File: src/rtl/core/mlr_pkg.sv
// Package for the midpoint line rasterizer core.
// Holds coordinate widths, queue depths, opcodes and the payload and status structs.
// No dependencies.
package mlr_pkg;

  localparam int CB       = 12;
  localparam int DB       = CB + 1;
  localparam int EB       = CB + 2;
  localparam int CQ_DEPTH = 4;
  localparam int CQ_AW    = $clog2(CQ_DEPTH);
  localparam int OQ_DEPTH = 2;
  localparam int OQ_AW    = $clog2(OQ_DEPTH);

  typedef enum logic {
    OP_START = 1'b0,
    OP_STEP  = 1'b1
  } op_t;

  typedef struct packed {
    op_t                  opcode;
    logic signed [CB-1:0] start_x;
    logic signed [CB-1:0] start_y;
    logic signed [CB-1:0] finish_x;
    logic signed [CB-1:0] finish_y;
  } in_item_t;

  typedef struct packed {
    logic signed [CB-1:0] pixel_x;
    logic signed [CB-1:0] pixel_y;
    logic                 valid_res;
    logic                 last;
  } out_item_t;

  // One classified command as it waits between front and back.
  typedef struct packed {
    op_t                  op;
    logic signed [CB-1:0] x;
    logic signed [CB-1:0] y;
    logic signed [CB-1:0] end_major;
    logic signed [EB-1:0] err;
    logic signed [EB-1:0] err_lo;
    logic signed [EB-1:0] err_hi;
    logic                 y_down;
    logic                 steep;
    logic                 fin;
  } cmd_t;

  typedef struct packed {
    logic [CQ_AW:0] count;
  } cq_stat_t;

  typedef struct packed {
    logic           issue;
    logic [OQ_AW:0] out_cnt;
  } back_stat_t;

endpackage

File: src/rtl/core/midpoint_line_rasterizer_core.sv
// Midpoint line rasterizer: one result per item, one item per clock sustained
// while neither queue is full. The command queue is written at the accepting edge
// and the back end then steps the command into its result buffer for the pop.
// Throughput: one item per cycle unless a queue is full; the two-entry result
// buffer lets input go on while a result waits. Reset (synchronous, active low)
// empties both queues and leaves no line active.
module midpoint_line_rasterizer_core
  import mlr_pkg::*;
(
  input  logic      clk,
  input  logic      rst_n,
  input  logic      in_push,
  input  in_item_t  in_data,
  output logic      in_full,
  output logic      out_empty,
  input  logic      out_pop,
  output out_item_t out_data
);

  cmd_t       front_cmd, head_cmd;
  logic       cq_empty, cq_pop, push_ok;
  cq_stat_t   cq_stat;
  back_stat_t back_stat;

  assign push_ok = in_push && !in_full;

  mlr_front u_front (
    .item (in_data),
    .cmd  (front_cmd)
  );

  mlr_cmdq u_cmdq (
    .clk     (clk),
    .rst_n   (rst_n),
    .wr_en   (push_ok),
    .wr_data (front_cmd),
    .rd_en   (cq_pop),
    .rd_data (head_cmd),
    .full    (in_full),
    .empty   (cq_empty),
    .stat    (cq_stat)
  );

  mlr_back u_back (
    .clk       (clk),
    .rst_n     (rst_n),
    .cmd       (head_cmd),
    .cmd_empty (cq_empty),
    .cmd_pop   (cq_pop),
    .res_pop   (out_pop),
    .res_empty (out_empty),
    .res       (out_data),
    .stat      (back_stat)
  );

`ifndef SYNTH
  // The back end never takes a command from an empty queue.
  a_issue_needs_cmd: assert property (@(posedge clk) disable iff (!rst_n)
    back_stat.issue |-> cq_stat.count != '0)
    else $error("back end issued with no queued command");

  // An issued command with no result popped grows the result buffer by one.
  a_result_kept: assert property (@(posedge clk) disable iff (!rst_n)
    (back_stat.issue && !(out_pop && !out_empty)) |=>
      back_stat.out_cnt == $past(back_stat.out_cnt) + 1'b1)
    else $error("issued result not held in buffer");

  // An item accepted while the back end issues nothing is in the queue in the next cycle.
  a_push_lands: assert property (@(posedge clk) disable iff (!rst_n)
    (push_ok && !back_stat.issue) |=> cq_stat.count != '0)
    else $error("accepted item lost before the back end");
`endif

endmodule

File: src/rtl/core/mlr_front.sv
// Front end: classifies each accepted item and works out the line set-up.
// Depends on mlr_pkg.
module mlr_front
  import mlr_pkg::*;
(
  input  in_item_t item,
  output cmd_t     cmd
);

  logic                 swap;
  logic signed [CB-1:0] xa, ya, xb, yb;
  logic signed [DB-1:0] dx, dy, dy_up, dy_dn;
  logic                 y_down, steep;

  always_comb begin
    swap   = item.start_x > item.finish_x;
    xa     = swap ? item.finish_x : item.start_x;
    ya     = swap ? item.finish_y : item.start_y;
    xb     = swap ? item.start_x  : item.finish_x;
    yb     = swap ? item.start_y  : item.finish_y;
    dx     = DB'(xb) - DB'(xa);
    dy_up  = DB'(yb) - DB'(ya);
    dy_dn  = DB'(ya) - DB'(yb);
    y_down = yb < ya;
    dy     = y_down ? dy_dn : dy_up;
    steep  = dy > dx;

    cmd.op        = item.opcode;
    cmd.x         = xa;
    cmd.y         = ya;
    cmd.y_down    = y_down;
    cmd.steep     = steep;
    if (steep) begin
      cmd.err       = EB'(dx) - EB'(dy >>> 1);
      cmd.err_lo    = EB'(dx);
      cmd.err_hi    = EB'(dx) - EB'(dy);
      cmd.end_major = yb;
      cmd.fin       = ya == yb;
    end else begin
      cmd.err       = EB'(dy) - EB'(dx >>> 1);
      cmd.err_lo    = EB'(dy);
      cmd.err_hi    = EB'(dy) - EB'(dx);
      cmd.end_major = xb;
      cmd.fin       = xa == xb;
    end
  end

endmodule

File: src/rtl/core/mlr_cmdq.sv
// Short command queue between the front end and the stepping back end.
// Depends on mlr_pkg.
module mlr_cmdq
  import mlr_pkg::*;
(
  input  logic     clk,
  input  logic     rst_n,
  input  logic     wr_en,
  input  cmd_t     wr_data,
  input  logic     rd_en,
  output cmd_t     rd_data,
  output logic     full,
  output logic     empty,
  output cq_stat_t stat
);

  cmd_t             mem [CQ_DEPTH];
  logic [CQ_AW-1:0] wr_ptr_r, wr_ptr_nxt;
  logic [CQ_AW-1:0] rd_ptr_r, rd_ptr_nxt;
  logic [CQ_AW:0]   count_r, count_nxt;

  assign full       = count_r == (CQ_AW+1)'(CQ_DEPTH);
  assign empty      = count_r == '0;
  assign rd_data    = mem[rd_ptr_r];
  assign stat.count = count_r;

  always_comb begin
    wr_ptr_nxt = wr_en ? wr_ptr_r + 1'b1 : wr_ptr_r;
    rd_ptr_nxt = rd_en ? rd_ptr_r + 1'b1 : rd_ptr_r;
    count_nxt  = count_r + (CQ_AW+1)'(wr_en) - (CQ_AW+1)'(rd_en);
  end

  always_ff @(posedge clk) begin
    if (!rst_n) begin
      wr_ptr_r <= '0;
      rd_ptr_r <= '0;
      count_r  <= '0;
    end else begin
      wr_ptr_r <= wr_ptr_nxt;
      rd_ptr_r <= rd_ptr_nxt;
      count_r  <= count_nxt;
    end
  end

  always_ff @(posedge clk) begin
    if (wr_en) begin
      mem[wr_ptr_r] <= wr_data;
    end
  end

endmodule

File: src/rtl/core/mlr_back.sv
// Back end: holds the line state, buffers results and executes one command per
// cycle while a command waits and the result buffer has room. Depends on mlr_pkg.
module mlr_back
  import mlr_pkg::*;
(
  input  logic       clk,
  input  logic       rst_n,
  input  cmd_t       cmd,
  input  logic       cmd_empty,
  output logic       cmd_pop,
  input  logic       res_pop,
  output logic       res_empty,
  output out_item_t  res,
  output back_stat_t stat
);

  logic signed [CB-1:0] cur_x_r, cur_x_nxt;
  logic signed [CB-1:0] cur_y_r, cur_y_nxt;
  logic signed [CB-1:0] end_r, end_nxt;
  logic signed [EB-1:0] err_r, err_nxt;
  logic signed [EB-1:0] lo_r, lo_nxt;
  logic signed [EB-1:0] hi_r, hi_nxt;
  logic                 y_down_r, y_down_nxt;
  logic                 steep_r, steep_nxt;
  logic                 busy_r, busy_nxt;

  out_item_t            obuf [OQ_DEPTH];
  logic [OQ_AW-1:0]     owr_r, ord_r;
  logic [OQ_AW:0]       ocnt_r, ocnt_nxt;

  logic                 issue, pop_ok, step_minor, fin;
  logic signed [CB-1:0] x_inc, y_inc;
  out_item_t            res_nxt;

  assign issue        = !cmd_empty && (ocnt_r != (OQ_AW+1)'(OQ_DEPTH));
  assign cmd_pop      = issue;
  assign pop_ok       = res_pop && !res_empty;
  assign res_empty    = ocnt_r == '0;
  assign res          = obuf[ord_r];
  assign stat.issue   = issue;
  assign stat.out_cnt = ocnt_r;

  always_comb begin
    cur_x_nxt  = cur_x_r;
    cur_y_nxt  = cur_y_r;
    end_nxt    = end_r;
    err_nxt    = err_r;
    lo_nxt     = lo_r;
    hi_nxt     = hi_r;
    y_down_nxt = y_down_r;
    steep_nxt  = steep_r;
    busy_nxt   = busy_r;
    res_nxt    = '0;

    // The error term decides on its sign whether the minor axis moves.
    step_minor = !err_r[EB-1];
    x_inc      = cur_x_r + CB'(1);
    y_inc      = y_down_r ? cur_y_r - CB'(1) : cur_y_r + CB'(1);
    fin        = 1'b0;

    unique case (cmd.op)
      OP_START: begin
        cur_x_nxt  = cmd.x;
        cur_y_nxt  = cmd.y;
        end_nxt    = cmd.end_major;
        err_nxt    = cmd.err;
        lo_nxt     = cmd.err_lo;
        hi_nxt     = cmd.err_hi;
        y_down_nxt = cmd.y_down;
        steep_nxt  = cmd.steep;
        busy_nxt   = !cmd.fin;
        res_nxt    = '{pixel_x: cmd.x, pixel_y: cmd.y, valid_res: 1'b1, last: cmd.fin};
      end
      OP_STEP: begin
        if (busy_r) begin
          err_nxt = err_r + (step_minor ? hi_r : lo_r);
          if (steep_r) begin
            cur_y_nxt = y_inc;
            cur_x_nxt = step_minor ? x_inc : cur_x_r;
            fin       = y_inc == end_r;
          end else begin
            cur_x_nxt = x_inc;
            cur_y_nxt = step_minor ? y_inc : cur_y_r;
            fin       = x_inc == end_r;
          end
          busy_nxt = !fin;
          res_nxt  = '{pixel_x: cur_x_nxt, pixel_y: cur_y_nxt, valid_res: 1'b1, last: fin};
        end
      end
      default: begin
      end
    endcase

    ocnt_nxt = ocnt_r + (OQ_AW+1)'(issue) - (OQ_AW+1)'(pop_ok);
  end

  always_ff @(posedge clk) begin
    if (!rst_n) begin
      busy_r <= 1'b0;
      owr_r  <= '0;
      ord_r  <= '0;
      ocnt_r <= '0;
    end else begin
      ocnt_r <= ocnt_nxt;
      if (issue) begin
        busy_r <= busy_nxt;
        owr_r  <= owr_r + 1'b1;
      end
      if (pop_ok) begin
        ord_r <= ord_r + 1'b1;
      end
    end
  end

  always_ff @(posedge clk) begin
    if (issue) begin
      cur_x_r     <= cur_x_nxt;
      cur_y_r     <= cur_y_nxt;
      end_r       <= end_nxt;
      err_r       <= err_nxt;
      lo_r        <= lo_nxt;
      hi_r        <= hi_nxt;
      y_down_r    <= y_down_nxt;
      steep_r     <= steep_nxt;
      obuf[owr_r] <= res_nxt;
    end
  end

endmodule

File: config.mk
export PLATFORM = sky130hd
export DESIGN_NAME = midpoint_line_rasterizer_core
export DESIGN_NICKNAME = d
export VERILOG_FILES = /design/src/rtl/core/mlr_pkg.sv /design/src/rtl/core/midpoint_line_rasterizer_core.sv /design/src/rtl/core/mlr_front.sv /design/src/rtl/core/mlr_cmdq.sv /design/src/rtl/core/mlr_back.sv
export SDC_FILE = /design/constraint.sdc
export NUM_CORES = 1
export LEC_CHECK = 0
export ABC_AREA = 0
export BUFFER_PORTS_ARGS = -buffer_cell sky130_fd_sc_hd__buf_2
export CAP_MARGIN = 10
export CORE_ASPECT_RATIO = 0.75
export CORE_MARGIN = 8
export CORE_UTILIZATION = 49
export CTS_CLUSTER_SIZE = 20
export DETAILED_ROUTE_END_ITERATION = 10
export HOLD_SLACK_MARGIN = 0.06
export PLACE_DENSITY = 0.76
export SETUP_SLACK_MARGIN = 0.05
export SLEW_MARGIN = 20
export SYNTH_ARGS = -nofsm -noshare
export SYNTH_HDL_FRONTEND = slang
export SYNTH_SLANG_ARGS = --single-unit
File: constraint.sdc
create_clock -name clk -period 21.9 [get_ports clk]
set_input_delay 0 -clock clk [delete_from_list [all_inputs] [get_ports clk]]
set_output_delay 0 -clock clk [all_outputs]
set_load 0.05 [all_outputs]
== Yosys cells after proc, flatten, opt, wreduce, memory -nomap -nowiden ==
Memories as Yosys holds them, arrays and structs flattened. A register that Yosys moved wholly into a read port is not among the register bits.
Cells that the tools add are included.
Storage, ports and cells
  flip-flop bits (word level): 92
  bits in writable memories: 380
  input bits: 53
  output and inout bits: 28
  memories: 2
Cells by class
  $add $sub $neg: 19
  magnitude comparators: 3
  eq/ne operators: 7
  mux-type cells: 34
  bitwise operators: 1
  reductions and logical operators: 12
Memory list
  u_cmdq.mem: words 4, width 82, read ports 1, clocked after Yosys merged registers in 1, wr ports 1, line mlr_cmdq.sv:17  | cmd_t mem [CQ_DEPTH];
  u_back.obuf: words 2, width 26, read ports 1, clocked after Yosys merged registers in 1, wr ports 1, line mlr_back.sv:27  | out_item_t obuf [OQ_DEPTH];
Operator list (count)
  $mux 12: 11
  $mux 54: 1
  $pmux 26 s2: 1
  $eq 12x12->1: 4
  $pmux 12 s2: 2
  $sub 12x12->13: 3
  $mux 14: 2
  $pmux 14 s2: 1
  $sub 13x12->14: 2
  $sub 13x13->14: 2
  $mux 26: 1
  $add 12x2->12 const B: 2
  $add 14x14->14: 1
  $gt 13x13->1: 1
  $mux 13: 1
  $gt 12x12->1: 1
  $lt 12x12->1: 1
  $sub 12x2->12 const B: 1
  $mux 1: 11
  $logic_not 1->1: 5
  $add 2x1->2 const B: 2
  $mux 2: 2
  $ne 2x2->1 const B: 2
  $reduce_and 2->1: 2
  11 further kinds: 14

== Depth between registers and ports, before layout ==
Gate-level depths: netlist (run 1).
  depth in word-level cells: 9
  mapped depth: 38

== Hierarchy ==
A second synthesis (run 1) with hierarchy kept.
Unflattened totals
  cells, all modules: 1986
  area, all modules: 25552.0 um^2
Modules (own cells, without submodules)
  mlr_cmdq: instances 1, cells each 471, area an instance 12358.1 um^2, seq. area each 10029.6 um^2
  mlr_back: instances 1, cells each 562, area an instance 7158.1 um^2, seq. area each 4083.9 um^2
  mlr_front: instances 1, cells each 952, area an instance 6022.0 um^2, seq. area each 0.0 um^2
  midpoint_line_rasterizer_core: instances 1, cells each 1, area an instance 13.8 um^2, seq. area each 0.0 um^2

== Least setup slack after synthesis (run 1) ==
OpenSTA, ideal clock, no wires.
  kind: input-to-reg
  start: input port in_data[23] in the netlist's numbering
  end: memory u_cmdq.mem[0][46] in the netlist's numbering, data pin
  setup time: 0.293 ns
  arrival: 7.256 ns
  setup slack: 14.350 ns
  stages on the path: 33
  buffers on the path: 8
  path through: inv_1 -> ha_1 -> buf_2 -> and4_4 -> a41oi_2 -> a21oi_2 -> o31ai_1 -> nor2_1 -> clkbuf_1 -> buf_1 -> buf_1 -> clkbuf_1 -> nor2_1 -> a21oi_1 -> ha_1 -> a211oi_1 -> o311ai_0 -> a21oi_1 -> a31o_2 -> a2111oi_0 -> a31oi_1 -> xor2_1 -> inv_1 -> ha_1 -> clkbuf_1 -> nand2_1 -> or3_1 -> nor4_1 -> or3_4 -> buf_6 -> buf_2 -> mux2i_1 -> mux2i_1
RTL lines
  from (decl): line midpoint_line_rasterizer_core.sv:13  | input in_item_t in_data,
  to (decl): line mlr_cmdq.sv:17

==> run_results.csv, run 1 <==
group,metric,value,unit
placement,pre_cts_slack,12.65,ns
critical_path,criticalPathCategory,"in -> reg",
power,p_per_area,163,nW/um^2
critical_path,slowest_delay,0.84,ns
placement,numPortBuffers,80,
synth,synth_top_area_frac,0.546,
global_route,grt_max_degree,70,
sta,fin_setup_tns,0,ns
die,pin_count,81,
routing,routed_wl,64100,um
sta,max_freq,104,MHz
global_route,grt-ovfl-total,0,
clocking,clk_path_buf_depth,3,
critical_path,r2r_setup_slack,17.31,ns
sta,hold_violations,0,
clocking,htree_levels,2,
sta,clock_skew,0.0451,ns
die,dieArea,58700,um^2
sta,max_slew_margin,0.242,
global_route,grt_pass1_wl,98400,um
synth,ys_async_sr_fraction,0,
global_route,grt_pass1_vias,16300,
clocking,post_cts_resized,0,
clocking,post_cts_buffers,0,
synth,ys_seq_area_frac,0.558,
clocking,clk_pin_slew_worst_paths,0.06,ns
sta,grt_setup_unrepaired,"no",
sta,drv_slew,0,
critical_path,cp_num_buf_inv,7,
critical_path,arrival,9.90,ns
routing,drc,0,
synth,synth.area.top_cells,"edfxtp_1 55%, mux4_2 7.2%, ha_1 4.8%",
layout,design_area,28100,um^2
synth,yosysMostFrequentCell,"edfxtp_1",
routing,via_count,16700,
layout,antenna_cells,0,
die,die_x,277,um
synth,synth_cell_types,86,
layout,area_delta_synth_final,12.0,%
synth,synth_area_leader_cell,"edfxtp_1",
routing,drt-wirelength-per-cell,23.3,um
power,p_leak,10.2,nW
critical_path,r2r_cells,18,
placement,dp_hpwl,44800,um
routing,drt.antenna.violating_nets,0,
global_route,busiest_layer,"met2",
power,power.total,0.00458,W
sta,worst_pin_slew,1.12,ns
placement,gp_congestion,0.915,
status,status,"finished clean",
die,initial_utilization,0.498,
clocking,cts_buffers,46,
placement,dpl_cell_area,26100,um^2
die,rows,71,
global_route,grtUsageMet3,0.0448,
layout,drive_gt1_frac,0.157,
synth,ys_warn_count,0,
global_route,gr-usage-all-layers,0.215,
synth,synth.net_count,2107,
die,fp.dieH,212,um
synth,syn_inst,1952,
synth,yosys-top-cells-count,"455 x edfxtp_1, 180 x nand2_1, 109 x o21ai_0, 97 x ha_1, 94 x inv_1",
synth,synth-edff-count,455,
min_path,hold_depth,3,
critical_path,path_max_fanout,46,
min_path,hold-path-endpoint,"u_cmdq.mem[0][55]$_DFFE_PP_",
synth,ys_seq_elements,470,
critical_path,timing.rr.end,"u_back.err_r[12]$_DFFE_PP_",
routing,first_pass_iters,5,
flow_run,drv_cap,0,
critical_path,end_kind,"flip-flop",
routing,post_drt_via_cell_ratio,6.07,
global_route,met2_usage,0.323,
routing,dr.first_iter.drc_count,1943,
sta,period_needed,9.59,ns
clocking,holdBufCountCts,45,
critical_path,startpoint_type,"primary input",
global_route,antenna_found_initial,1,
sta,min_period_over_period,0.438,
critical_path,cp_slowest_cell,"nor4_1",
clocking,cts_root_buf,"clkbuf_16",
critical_path,cp_data_required_time,22.21,ns
critical_path,cpLargestDelayFamily,"buffers and inverters",
synth,ys.flop_type,"edfxtp_1",
sta,layout_setup_ws,12.31,ns
clocking,worstSkewPairLatency,0.61,ns
sta,finalSetupViolCount,0,
clocking,cts_tree,"yes",
critical_path,timing.rr.start,"u_back.err_r[13]$_DFFE_PP_",
min_path,hold_class,"in -> reg",
die,core_area,50300,um^2
min_path,hp-start,"in_data[22]",
clocking,clock-sinks,470,
layout,final_util,0.558,
global_route,use_met1,0.320,
layout,final_nets,2215,
power,ir_drop,0.0764,mV
synth,syn_area,25000,um^2
synth,syn_avg_cell_area,12.8,um^2
cells in the final DEF (no fill, tap or decap), drive strengths merged, types with 8 or more instances in the layout:
master,n
a211oi,16
a21boi,12
a21o,33
a21oi,92
a31oi,23
and2,42
and3,8
buf,100
clkbuf,53
clkinv,24
dfxtp,15
dlygate4sd3,45
edfxtp,455
ha,97
inv,99
mux2,42
mux2i,68
mux4,80
nand2,180
nand2b,25
nand3,27
nand4,16
nor2,87
nor2b,40
nor3,22
o21a,15
o21ai,114
o21bai,13
o31ai,21
or3,12
xnor2,70
xor2,40
worst max path at each step:
stage	start	to	slack [ns]	cells after the start
after CTS	in_data[17]	u_cmdq.mem[1][51]$_DFFE_PP_	12.60	32
after floorplan	in_data[23]	u_cmdq.mem[0][46]$_DFFE_PP_	14.35	33
after detailed placement	in_data[23]	u_cmdq.mem[2][53]$_DFFE_PP_	12.65	29
final	in_data[41]	u_cmdq.mem[0][51]$_DFFE_PP_	12.31	31
after global routing	in_data[17]	u_cmdq.mem[1][51]$_DFFE_PP_	11.60	32
after global placement	in_data[23]	u_cmdq.mem[0][56]$_DFFE_PP_	13.12	29
cells by family after synthesis:
kind of cell,synth area share
adder cells (fa/ha/maj),0.0549
XOR/XNOR,0.0394
AND/OR/NAND/NOR,0.0964
flip-flops,0.558
AO/OA/AOI/OAI,0.104
multiplexers,0.118
buffers and inverters,0.0296
area by class of cell:
class	count	area (um^2)
fillers	3989	22200
flip-flops and latches	470	14000
multi-input cells	1301	10400
clock buffers	53	1180
repair buffers	145	1020
well taps	657	822
inverters	96	360
clock inverters	31	307
worst register-to-register path, stage by stage (launching register included):
cell and delay, ns:
edfxtp_1 0.45, buf_4 0.33, mux2_2 0.40, ha_1 0.20
inv_1 0.09, fa_1 0.21, nor2b_1 0.05, o21ai_0 0.31
a21boi_0 0.21, o21ai_0 0.26, a21boi_0 0.17, o21ai_0 0.37
a21boi_0 0.26, o21ai_0 0.22, nand2b_1 0.12, a21o_1 0.20
a21oi_1 0.18, xor2_1 0.16, o21ai_0 0.09
stage by stage:
step	hold slack, ns	cells
2_1_floorplan	0.0989	1952
3_3_place_gp	0.214	2623
3_5_place_dp	0.229	2623
4_1_cts	0.0638	2752
5_1_grt	0.138	2753
6_report	0.109	2753
flip-flops by register name (all words and copies together), names as in the netlist, 12 cells and up, named ones only:
signal / count
u_back.lo_r: 13
u_back.obuf: 52
u_cmdq.mem: 324
u_back.end_r: 12
u_back.cur_y_r: 12
u_back.hi_r: 14
u_back.cur_x_r: 12
u_back.err_r: 14
routing by layer:
| layer | share of wire | vias to the layer above |
|---|---|---|
| met4 | 0.014 | 2 |
| met1 | 0.46 | 8287 |
| met3 | 0.091 | 68 |
| met5 | 0.00022 | - |
| met2 | 0.44 | 746 |
| li1 | - | 7594 |
power by group:
part,switching (W),internal (W)
Sequential,0.000123,0.00149
Clock,0.000348,0.000428
Combinational,0.00137,0.000823
Total,0.00184,0.00274
No activity file was read; power rests on OpenSTA's default activity.
==> inputs of run 2 (changes only) <==
==> constraint.sdc (replaced) <==
create_clock -name clk -period 9.85 [get_ports clk]
set_input_delay 0 -clock clk [delete_from_list [all_inputs] [get_ports clk]]
set_output_delay 0 -clock clk [all_outputs]
set_load 0.05 [all_outputs]
==> run 2 against run 1 <==
Non-clock buffer count grew 7. Final cell count grew 0.18%. Power grew 120%. Via count grew 0.50%. Sequential share of layout area shrank 0.19 points. Clock power grew 130%. Design area grew 0.37%. Clock-buffer cell count shrank 1.
==> run_results.csv, run 2 (synthesis gave the netlist of run 1 again) <==
group,metric,value,unit
clocking,clk_pin_slew_worst_paths,0.07,ns
layout,final_cell_count_no_fill,2758,
layout,multi_input_area,10400,um^2
layout,mostFrequentLayoutCell,"edfxtp_1",
clocking,worstSkewPairLatency,0.59,ns
routing,drt.antenna.violating_nets,0,
routing,drc,0,
sta,worst_pin_slew,1.15,ns
layout,drive_gt1_frac,0.161,
die,fp.dieH,212,um
sta,fin_setup_tns,0,ns
layout,fillerInstances,3982,
placement,gp_congestion,0.933,
power,p_leak,10.3,nW
layout,layout_common_cells,"455 x edfxtp_1, 180 x nand2_1, 109 x o21ai_0, 97 x ha_1, 94 x inv_1",
layout,final_nets,2221,
critical_path,end_kind,"flip-flop",
layout,area_delta_synth_final,12.5,%
layout,largest-register,"u_cmdq.mem",
layout,seqCellArea,14000,um^2
die,die_x,277,um
global_route,grt-ovfl-total,0,
clocking,htree_levels,2,
min_path,hold_class,"in -> reg",
critical_path,arrival,9.42,ns
sta,max_slew_margin,0.225,
critical_path,cp_data_required_time,10.18,ns
sta,layout_setup_ws,0.761,ns
placement,pre_cts_slack,1.45,ns
global_route,grt_max_degree,61,
clocking,cts_root_buf,"clkbuf_16",
placement,dp_hpwl,44600,um
routing,routed_wl,64300,um
placement,dp_cells,2623,
die,core_area,50300,um^2
global_route,grt_pass1_wl,98300,um
routing,via_count,16800,
global_route,grt_pass1_vias,16500,
die,dieArea,58700,um^2
global_route,gr-usage-all-layers,0.214,
critical_path,criticalPathCategory,"in -> reg",
status,status,"finished clean",
clocking,cts_buffers,45,
clocking,post_cts_buffers,0,
critical_path,path_max_fanout,37,
die,rows,71,
layout,reg_top3,"u_cmdq.mem: 324 flops, u_back.obuf: 52 flops",
sta,hold_violations,0,
die,initial_utilization,0.498,
placement,numPortBuffers,80,
global_route,antenna_found_initial,2,
routing,post_drt_via_cell_ratio,6.08,
sta,max_freq,110,MHz
power,p_per_area,364,nW/um^2
sta,min_period_over_period,0.923,
sta,drv_slew,0,
routing,dr.first_iter.drc_count,1820,
routing,drt-wirelength-per-cell,23.3,um
clocking,clock-sinks,470,
routing,first_pass_iters,6,
flow_run,drv_cap,0,
sta,grt_setup_unrepaired,"no",
clocking,clk_path_buf_depth,3,
clocking,cts_tree,"yes",
sta,clock_skew,0.0262,ns
power,ir_drop,0.241,mV
layout,antenna_cells,0,
critical_path,startpoint_type,"primary input",
sta,finalSetupViolCount,0,
sta,period_needed,9.09,ns
layout,largest_reg_flops,324,
die,pin_count,81,
==> run 2: per-stage QoR <==
step            util  instance area [um^2]  hold WS (ns)  total power, W
6_report       0.560                 28200         0.113          0.0103
5_1_grt        0.560                 28200         0.101          0.0108
4_1_cts        0.560                 28100        0.0655          0.0102
3_5_place_dp   0.519                 26100         0.222         0.00837
3_3_place_gp   0.519                 26100         0.211         0.00819
2_1_floorplan      -                 25000        0.0989         0.00705
==> run 2: cell type report <==
cell class                      count  share of cell area
Timing Repair Buffer              152              0.0383
Clock inverter                     30              0.0126
Tap cell                          657              0.0292
Inverter                           96              0.0128
Clock buffer                       52              0.0416
Multi-Input combinational cell   1301               0.369
Sequential cell                   470               0.496
==> run 2: per-layer routing <==
metal  vias to the layer above  GRT usage  wire, um
met3                       101     0.0406      5730
li1                       7606          -         -
met2                       777      0.328     28000
met5                         -          0         0
met1                      8296      0.317     29300
met4                         0     0.0482      1260
==> run 2: worst max-delay path, stage by stage <==
cell           delay, ns
dlygate4sd3_1       0.53
buf_2               0.12
inv_1               0.07
ha_1                0.69
and4_4              0.39
a41oi_2             0.15
a21oi_2             0.44
o31ai_1             0.31
nor2_4              0.25
buf_4               0.41
a211oi_1            0.22
o311ai_0            0.34
a21oi_1             0.22
a31o_2              0.29
a2111oi_0           0.38
a31oi_1             0.09
xor2_1              0.35
inv_1               0.12
ha_1                0.46
nand2_1             0.17
or3_1               0.45
o211a_4             0.31
or3_4               0.34
inv_2               0.69
mux2i_1             0.28
dlygate4sd3_1       0.59
mux2i_1             0.07
dlygate4sd3_1       0.61
==> run 2: final timing paths <==
path | startpoint | to | slack, ns | cells past startpoint
max | in_data[23] | u_cmdq.mem[3][47]$_DFFE_PP_ | 0.76 | 28
min | in_data[30] | u_cmdq.mem[3][51]$_DFFE_PP_ | 0.11 | 3
max reg2reg | u_back.err_r[13]$_DFFE_PP_ | u_back.err_r[12]$_DFFE_PP_ | 5.31 | 18
min reg2reg | u_back.busy_r$_SDFFE_PN0P_ | u_back.busy_r$_SDFFE_PN0P_ | 0.51 | 2
==> run 2: where the power goes <==
group          leakage (nW)  internal [W]  switching [W]
Clock                 0.758       0.00100       0.000779
Sequential             4.35       0.00331       0.000276
Combinational          5.17       0.00185        0.00304
==> run 2: repair_timing <==
item | 4_1_cts | 5_1_grt
gates resized for setup | 0 | 2
hold buffers | 53 | 0
hold endpoints to repair | 115 | 0
endpoints found under the setup margin | 0 | 16
